### src/rau_pkg.sv
// Package for the rational arithmetic unit: widths, codes and command types.
// No dependencies.
package rau_pkg;

  localparam int DefWordWidth = 32;
  localparam int FieldWidth   = 32;

  localparam logic [1:0] ACT_ADD = 2'd0;
  localparam logic [1:0] ACT_SUB = 2'd1;
  localparam logic [1:0] ACT_MUL = 2'd2;
  localparam logic [1:0] ACT_DIV = 2'd3;

  localparam logic [1:0] ERR_OK       = 2'd0;
  localparam logic [1:0] ERR_ZERO_DEN = 2'd1;
  localparam logic [1:0] ERR_DIV_ZERO = 2'd2;
  localparam logic [1:0] ERR_OVERFLOW = 2'd3;

  // datapath operation selects
  localparam logic [2:0] OP_NONE   = 3'd0;
  localparam logic [2:0] OP_LOAD   = 3'd1;  // capture operands, magnitudes
  localparam logic [2:0] OP_GSTART = 3'd2;  // start gcd on current pair
  localparam logic [2:0] OP_GSTEP  = 3'd3;  // one division bit / swap step
  localparam logic [2:0] OP_DIVIDE = 3'd4;  // divide num and den by g (bit step)
  localparam logic [2:0] OP_CROSS  = 3'd5;  // form cross products / combine
  localparam logic [2:0] OP_FINISH = 3'd6;  // range check, build result

  typedef struct packed {
    logic [2:0] op;
    logic [1:0] sel;     // which pair: 0 left, 1 right, 2 result
    logic [1:0] phase;   // cross phase
  } rau_cmd_t;

  typedef struct packed {
    logic zero_den;
    logic div_zero;
    logic num_zero;      // selected pair numerator is zero
    logic gcd_done;      // remainder became zero
    logic step_done;     // current long-division finished
  } rau_stat_t;

endpackage

### src/rau_control.sv
// Sequencer of the rational arithmetic unit: handshake and command stream
// to the datapath. Depends on rau_pkg.
module rau_control (
  input  logic               clk,
  input  logic               rst,
  input  logic               in_fire,
  output logic               busy,
  output logic               done,
  input  logic               out_taken,
  output rau_pkg::rau_cmd_t  cmd,
  input  rau_pkg::rau_stat_t stat
);
  import rau_pkg::*;

  localparam logic [3:0] S_IDLE  = 4'd0;
  localparam logic [3:0] S_CHECK = 4'd1;
  localparam logic [3:0] S_GST   = 4'd2;
  localparam logic [3:0] S_GRUN  = 4'd3;
  localparam logic [3:0] S_DIV0  = 4'd4;
  localparam logic [3:0] S_DRUN  = 4'd5;
  localparam logic [3:0] S_CR0   = 4'd6;
  localparam logic [3:0] S_CR1   = 4'd7;
  localparam logic [3:0] S_CR2   = 4'd8;
  localparam logic [3:0] S_FIN   = 4'd9;
  localparam logic [3:0] S_OUT   = 4'd10;

  logic [3:0] state, state_next;
  logic [1:0] sel, sel_next;
  logic [1:0] dcnt, dcnt_next;  // reduce sub-steps: num, den

  always_comb begin
    state_next = state; sel_next = sel; dcnt_next = dcnt;
    cmd = '{op: OP_NONE, sel: sel, phase: 2'd0};
    case (state)
      S_IDLE: if (in_fire) begin
        cmd.op = OP_LOAD; state_next = S_CHECK; sel_next = 2'd0;
      end
      S_CHECK: state_next = (stat.zero_den) ? S_FIN : S_GST;
      S_GST: begin
        cmd.op = OP_GSTART;
        state_next = stat.num_zero ? S_GST : S_GRUN;
        if (stat.num_zero) begin
          // zero numerator: denominator forced to one, skip gcd
          if (sel == 2'd0) sel_next = 2'd1;
          else if (sel == 2'd1) state_next = stat.div_zero ? S_FIN : S_CR0;
          else state_next = S_FIN;
        end
      end
      S_GRUN: begin
        cmd.op = OP_GSTEP;
        if (stat.step_done && stat.gcd_done) begin
          state_next = S_DIV0; dcnt_next = 2'd0;
        end
      end
      S_DIV0: begin
        cmd.op = OP_DIVIDE; cmd.phase = 2'd0; state_next = S_DRUN; dcnt_next = 2'd0;
      end
      S_DRUN: begin
        cmd.op = OP_DIVIDE; cmd.phase = 2'd1;
        if (stat.step_done) begin
          dcnt_next = dcnt + 2'd1;
          if (dcnt == 2'd1) begin
            if (sel == 2'd0) begin sel_next = 2'd1; state_next = S_GST; end
            else if (sel == 2'd1) state_next = stat.div_zero ? S_FIN : S_CR0;
            else state_next = S_FIN;
          end
        end
      end
      S_CR0: begin cmd.op = OP_CROSS; cmd.phase = 2'd0; state_next = S_CR1; end
      S_CR1: begin cmd.op = OP_CROSS; cmd.phase = 2'd1; state_next = S_CR2; end
      S_CR2: begin
        cmd.op = OP_CROSS; cmd.phase = 2'd2; sel_next = 2'd2; state_next = S_GST;
      end
      S_FIN: begin cmd.op = OP_FINISH; state_next = S_OUT; end
      S_OUT: if (out_taken) state_next = S_IDLE;
      default: state_next = S_IDLE;
    endcase
  end

  always_ff @(posedge clk) begin
    if (rst) begin
      state <= S_IDLE; sel <= 2'd0; dcnt <= 2'd0;
    end else begin
      state <= state_next; sel <= sel_next; dcnt <= dcnt_next;
    end
  end

  assign busy = (state != S_IDLE);
  assign done = (state == S_OUT);

  a_out: assert property (@(posedge clk) disable iff (rst)
    (state == S_OUT && !out_taken) |=> state == S_OUT) else $error("result dropped");
  a_load: assert property (@(posedge clk) disable iff (rst)
    (cmd.op == OP_LOAD) |-> state == S_IDLE) else $error("load while busy");
  a_fin: assert property (@(posedge clk) disable iff (rst)
    (state == S_FIN) |=> state == S_OUT) else $error("finish not followed by output");
endmodule

### config.mk
export PLATFORM = sky130hd
export DESIGN_NAME = rau_control
export DESIGN_NICKNAME = d
export VERILOG_FILES = /design/src/rau_pkg.sv /design/src/rau_control.sv
export SDC_FILE = /design/constraint.sdc
export NUM_CORES = 1
export LEC_CHECK = 0
export BUFFER_PORTS_ARGS = -buffer_cell sky130_fd_sc_hd__buf_4
export CORE_MARGIN = 4
export CORE_UTILIZATION = 46
export CTS_CLUSTER_SIZE = 16
export DETAILED_ROUTE_END_ITERATION = 6
export PLACE_DENSITY = 0.84
export SYNTH_ARGS = -nofsm -noshare
export SYNTH_HDL_FRONTEND = slang
export SYNTH_SLANG_ARGS = --single-unit
### constraint.sdc
create_clock -name clk -period 1.4 [get_ports clk]
set_input_delay 0.07 -clock clk [delete_from_list [all_inputs] [get_ports clk]]
set_output_delay 0.07 -clock clk [all_outputs]
set_load 0.05 [all_outputs]
==> summary.txt, run 1 <==
Run status
  – Status: aborted with a tool error
  – Failing step: global routing (5_1_grt)
  – Stop err: [ERROR DPL-0038] Utilization greater than 100%, impossible to legalize

Synthesis
  – Syn. warnings: 0
  – Register area share after synthesis: 22.38%
  – Post-Synthesis Cell Area: 715.7 um2
  – Cell variety after synth: 36
  – Cells after synthesis: 93
  – Synth area leaders: dfxtp_1 22%, nor2_1 5.2%, a21oi_1 4.9%
  – Area fraction of the dominant cell type after synthesis: 22.38%
  – Post-synth top area cell: dfxtp_1
  – Mean area per synthesized cell: 7.696 um2
  – Net count after synthesis: 103
  – Flops & latches, synth: 8

Clock network
  – Root Buffer: clkbuf_4
  – Sink Count: 8
  – TritonCTS buffer count: 3
  – H-Tree Depth: 1
  – Hold buffer count at CTS: 0
  – CTS Buffer Depth: 2

Floorplanning
  – Initial core utilization: 51.76%
  – Die width: 47.45 um
  – Row cnt: 13
  – Die H: 47.45 um
  – Io pins: 18

Placement
  – Routability cong.: 0.9067
  – DP Cell Count: 140
  – Input/output buffers: 17
  – Post-detail-place hpwl: 1.650 mm

GRT
  – Largest net degree at the start of global routing: 13

Timing
  – GR repair worst EP: state[2]$_SDFFE_PP0P_/D
  – Worst EP Category: register data pin
[Yosys cell counts]
library cell,instances
o2bb2ai_1,1
or3b_2,1
o211a_1,1
o21bai_1,1
mux2_2,1
o21ai_2,2
nor4_1,2
dfxtp_1,8
nor2_1,10
a21o_1,2
a2bb2oi_2,1
or3_1,2
buf_6,1
or4b_1,1
a2111oi_4,1
nand3b_4,1
o32a_1,1
o22ai_1,1
buf_2,1
ha_1,1
nand4_1,2
nand3b_1,1
nand2b_1,5
o311a_1,1
o311ai_0,1
nor2b_1,4
o21ai_0,5
inv_1,4
clkbuf_1,4
and3_1,1
nand2_1,8
mux2i_1,3
and3b_1,1
nor3_1,5
o221a_2,1
a21oi_1,7
[what timing repair did]
item / CTS
buffers inserted: 6
endpoints found under the hold margin: 0
gates resized for setup: 29
pin swaps: 10
setup endpoints to repair: 15
[per-stage QoR]
step	hold slack, ns	instance area (um2)	setup slack, ns
after floorplan	0.1317	794.5	-0.08339
after global placement	0.2801	1049	-0.1887
after detailed placement	0.2801	1049	-0.1669
after CTS	0.01548	1224	-0.1366
[kinds of logic after synthesis]
kind of cell	after synthesis	synth area share (%)
DFF	8	22.38
and+or+nand+nor	44	34.62
adders and majority gates	1	1.748
AOI/OAI and AO/OA	26	29.02
muxes	4	5.769
buffers and inverters	10	6.467
==> inputs of run 2 (changes only) <==
--- a/config.mk
+++ b/config.mk
@@ -6,11 +6,10 @@
 export NUM_CORES = 1
 export LEC_CHECK = 0
 export BUFFER_PORTS_ARGS = -buffer_cell sky130_fd_sc_hd__buf_4
-export CORE_MARGIN = 4
-export CORE_UTILIZATION = 46
-export CTS_CLUSTER_SIZE = 16
+export CORE_AREA = 4 4 65 67
 export DETAILED_ROUTE_END_ITERATION = 6
-export PLACE_DENSITY = 0.84
+export DIE_AREA = 0 0 69 71
+export PLACE_DENSITY_LB_ADDON = 0.15
 export SYNTH_ARGS = -nofsm -noshare
 export SYNTH_HDL_FRONTEND = slang
 export SYNTH_SLANG_ARGS = --single-unit
==> constraint.sdc (replaced) <==
create_clock -name clk -period 1.8 [get_ports clk]
set_input_delay 0.09 -clock clk [delete_from_list [all_inputs] [get_ports clk]]
set_output_delay 0.09 -clock clk [all_outputs]
set_load 0.05 [all_outputs]
==> run 2 against run 1 <==
Compared with the run above:
- the run now ends clean
- synthesized area stayed put
- synthesized cell count unchanged
==> summary.txt, run 2 <==
GRT
  – Largest net degree at the start of global routing: 14
  – Vias in the first global route: 758
  – Initial antenna violation count: 0
  – GRT Util Overall: 8.716%
  – Gr ovfl total: 0
  – First-pass GRT wire length: 3.532 mm

Synthesis
  – Net count after synthesis: 103 (unchanged)
  – Post-synthesis adder-cell area fraction: 1.748% (unchanged)
  – Area fraction of the dominant cell type after synthesis: 22.38% (unchanged)
  – Synth area leaders: dfxtp_1 22%, nor2_1 5.2%, a21oi_1 4.9%
  – Post-Synthesis Cell Area: 715.7 um2 (unchanged)
  – Mux contribution to synthesized area: 5.769% (unchanged)
  – Syn. warnings: 0 (unchanged)
  – Register area share after synthesis: 22.38% (unchanged)
  – Mean area per synthesized cell: 7.696 um2 (unchanged)
  – Cells after synthesis: 93 (unchanged)
  – Flops & latches, synth: 8 (unchanged)
  – Largest family of logic cells by synthesized area: simple AND/OR/NAND/NOR gates
  – Compound-Gate Fraction of Synth Area: 29.02% (unchanged)
  – Top_reg_cell synth: dfxtp_1
  – Post-synthesis async set-or-reset flop share: 0% (unchanged)
  – Simple-gate area share of the yosys netlist: 34.62% (unchanged)
  – Top-count cell post-synth: nor2_1
  – Post-synth EDFFs: 0 (unchanged)
  – Post-synthesis xor/xnor area fraction: 0% (unchanged)
  – Post-synth top area cell: dfxtp_1
  – Cell variety after synth: 36 (unchanged)
  – List of most frequent post-synthesis cells: 10 x nor2_1, 8 x dfxtp_1, 8 x nand2_1, 7 x a21oi_1

Finish
  – Layout cell share with drive strength beyond 1: 35.34%
  – # diodes: 0
  – Most common cell after layout, fill and taps aside: buf_4
  – Top reg by flops: state
  – Area growth from synthesis to layout: 38.99%
  – Layout Nets: 128
  – Max reg flops: 4
  – FF/Latch Area: 162.7 um2
  – Commonest cells after routing, fill and taps aside: 26 x buf_4, 10 x nor2_1, 8 x nand2_1
  – Multi-input logic area: 520.5 um2
  – Regs by FF count: state x4, dcnt x2, sel x2
  – # fillers: 414

Placement
  – Input/output buffers: 17 (unchanged)
  – Pre-CTS setup slack: 0.1283 ns (+0.2952 ns)
  – Post-detail-place hpwl: 1.640 mm (-0.60%)
  – Routability cong.: 0.7908 (-13%)

Floorplanning
  – DIE AREA: 4899 um2
  – Io pins: 18 (unchanged)
  – Die width: 69 um (+45%)
  – Row cnt: 22 (+9)
  – Core outline area: 3633 um2
  – Initial core utilization: 19.70% (-32 points)
  – Die H: 71 um (+50%)

Critical path
  – Worst flop-to-flop path startpoint: dcnt[0]
  – Critical R2R Capture: state[0]
  – Crit path top cell by count: o21ai_2
  – Worst EP arrival: 1.83 ns
  – Slowest cell on the critical path: or4b_1
  – Data required, critical path: 1.95 ns
  – Critical-path maximum fanout: 3
  – CP top delay family: simple AND/OR/NAND/NOR gates
  – Reg2reg setup slack: 0.12 ns
  – Cells on worst reg2reg path: 6
  – Cells along the critical path: ha_1 > and3b_1 > o21ai_2 > o21ai_2 > or4b_1 > a21oi_1
  – Kind of end point of the critical path: register
  – Critical path type: reg2reg
  – WP buf/inv: 0
  – Slowest cell delay on critical path: 0.52 ns
  – Crit path from: dcnt[0]
  – Setup crit start kind: register

Timing
  – Setup ws final: 0.1224 ns
  – Rel. slew slack: 70.65%
  – Final hold slack: 0.07073 ns
  – Clock skew: 0.001161 ns
  – RSZ-0062 raised after global routing: false
  – Fin Setup TNS: 0 ns
  – Fin. max-slew vios: 0
  – Setup-failing EPs final: 0
  – Crit share post-route: 93.20%
  – Final Hold Violating Endpoints: 0
  – Fmax: 596.1 MHz
  – Slew of the pin with the lowest slew margin: 0.4347 ns
  – Minimum clock period: 1.678 ns

Clock network
  – CTS Buffer Depth: 2 (unchanged)
  – Worst-path clk slew: 0.04 ns
  – CTS tree: built
  – Root Buffer: clkbuf_8
  – Later-pin clock latency in the skew report: 0.22 ns
  – Sink Count: 8 (unchanged)
  – H-Tree Depth: 1 (unchanged)
  – TritonCTS buffer count: 3 (unchanged)

Hold path
  – Hold Crit Endpoint: state[2]
  – Hold path cells: 2
  – Hold Crit Class: in2reg
  – HP Start: rst

Drt
  – Total routed wirelength: 1.980 mm
  – Vias per Instance: 4.543
  – DR pass1 iterations: 4
  – DR vias: 745
  – Final antenna-violating net count: 0
  – Routed WL per cell: 12.07 um
  – Iter 0 DRT Violations: 55
  – Residual DRC: 0

Power
  – Pleak: 0.4357 nW
  – Power per cell area: 1452 nW/um2
  – Max rail drop VDD: 0.0002841 V

Run status
  – Status: finished, final reports clean

Flow run
  – Max-cap violations: 0
-- run 2: cell counts after synthesis --
Identical to the previous run, type by type.
-- run 2: worst max path at each step --
stage | end | cells past startpoint
floorplan | cmd[5] | 4
global placement | state[0] | 6
detailed placement | state[2] | 6
CTS | state[2] | 6
global route | state[2] | 6
finish | state[0] | 6
-- run 2: routing by layer --
metal	global-route usage [%]	share of wire, %
met4	4.555	1.3
met2	15.15	51
met3	2.557	4.8
met1	9.596	43
met5	0	0
-- run 2: cells by family after synthesis --
group,Yosys count
simple gates,44
compound gates,26
buf+inv,10
flops,8
mux,4
fa+ha+maj,1
-- run 2: layout make-up --
cell class | count | share of cell area [%]
Multi-Input combinational cell | 75 | 52.33
Tap cell | 48 | 6.038
Inverter | 4 | 1.509
Clock buffer | 3 | 4.151
Timing Repair Buffer | 26 | 19.62
Sequential cell | 8 | 16.35
-- run 2: timing repair --
item	in CTS	in global routing
endpoints found under the setup margin	0	1
resized for setup	0	2
buffers inserted	0	0
hold buffers	0	0
-- run 2: worst register-to-register path, delay by kind of cell (launching register included) --
kind	cells	cell delay, ns
and+or+nand+nor	2	0.70
AOI/OAI and AO/OA	3	0.40
adders and majority gates	1	0.16
DFF	1	0.35
-- run 2: metrics by stage --
step / util [%] / instances / total power [mW] / area [um2]
final: 27.38 / 164 / 1.445 / 994.7
after global routing: 27.38 / 164 / 1.557 / 994.7
after CTS: 27.31 / 164 / 1.453 / 992.2
after detailed placement: 26.17 / 161 / 1.240 / 950.9
after global placement: 26.17 / 161 / 1.264 / 950.9
after floorplan: - / 93 / 0.9448 / 726.9
-- run 2: power by group --
part,total (mW),internal (mW),switching [mW]
Combinational,0.946,0.375,0.571
Clock,0.205,0.144,0.0609
Sequential,0.294,0.219,0.0751
Total,1.44,0.738,0.707
Power figures use the tool's default switching activity.
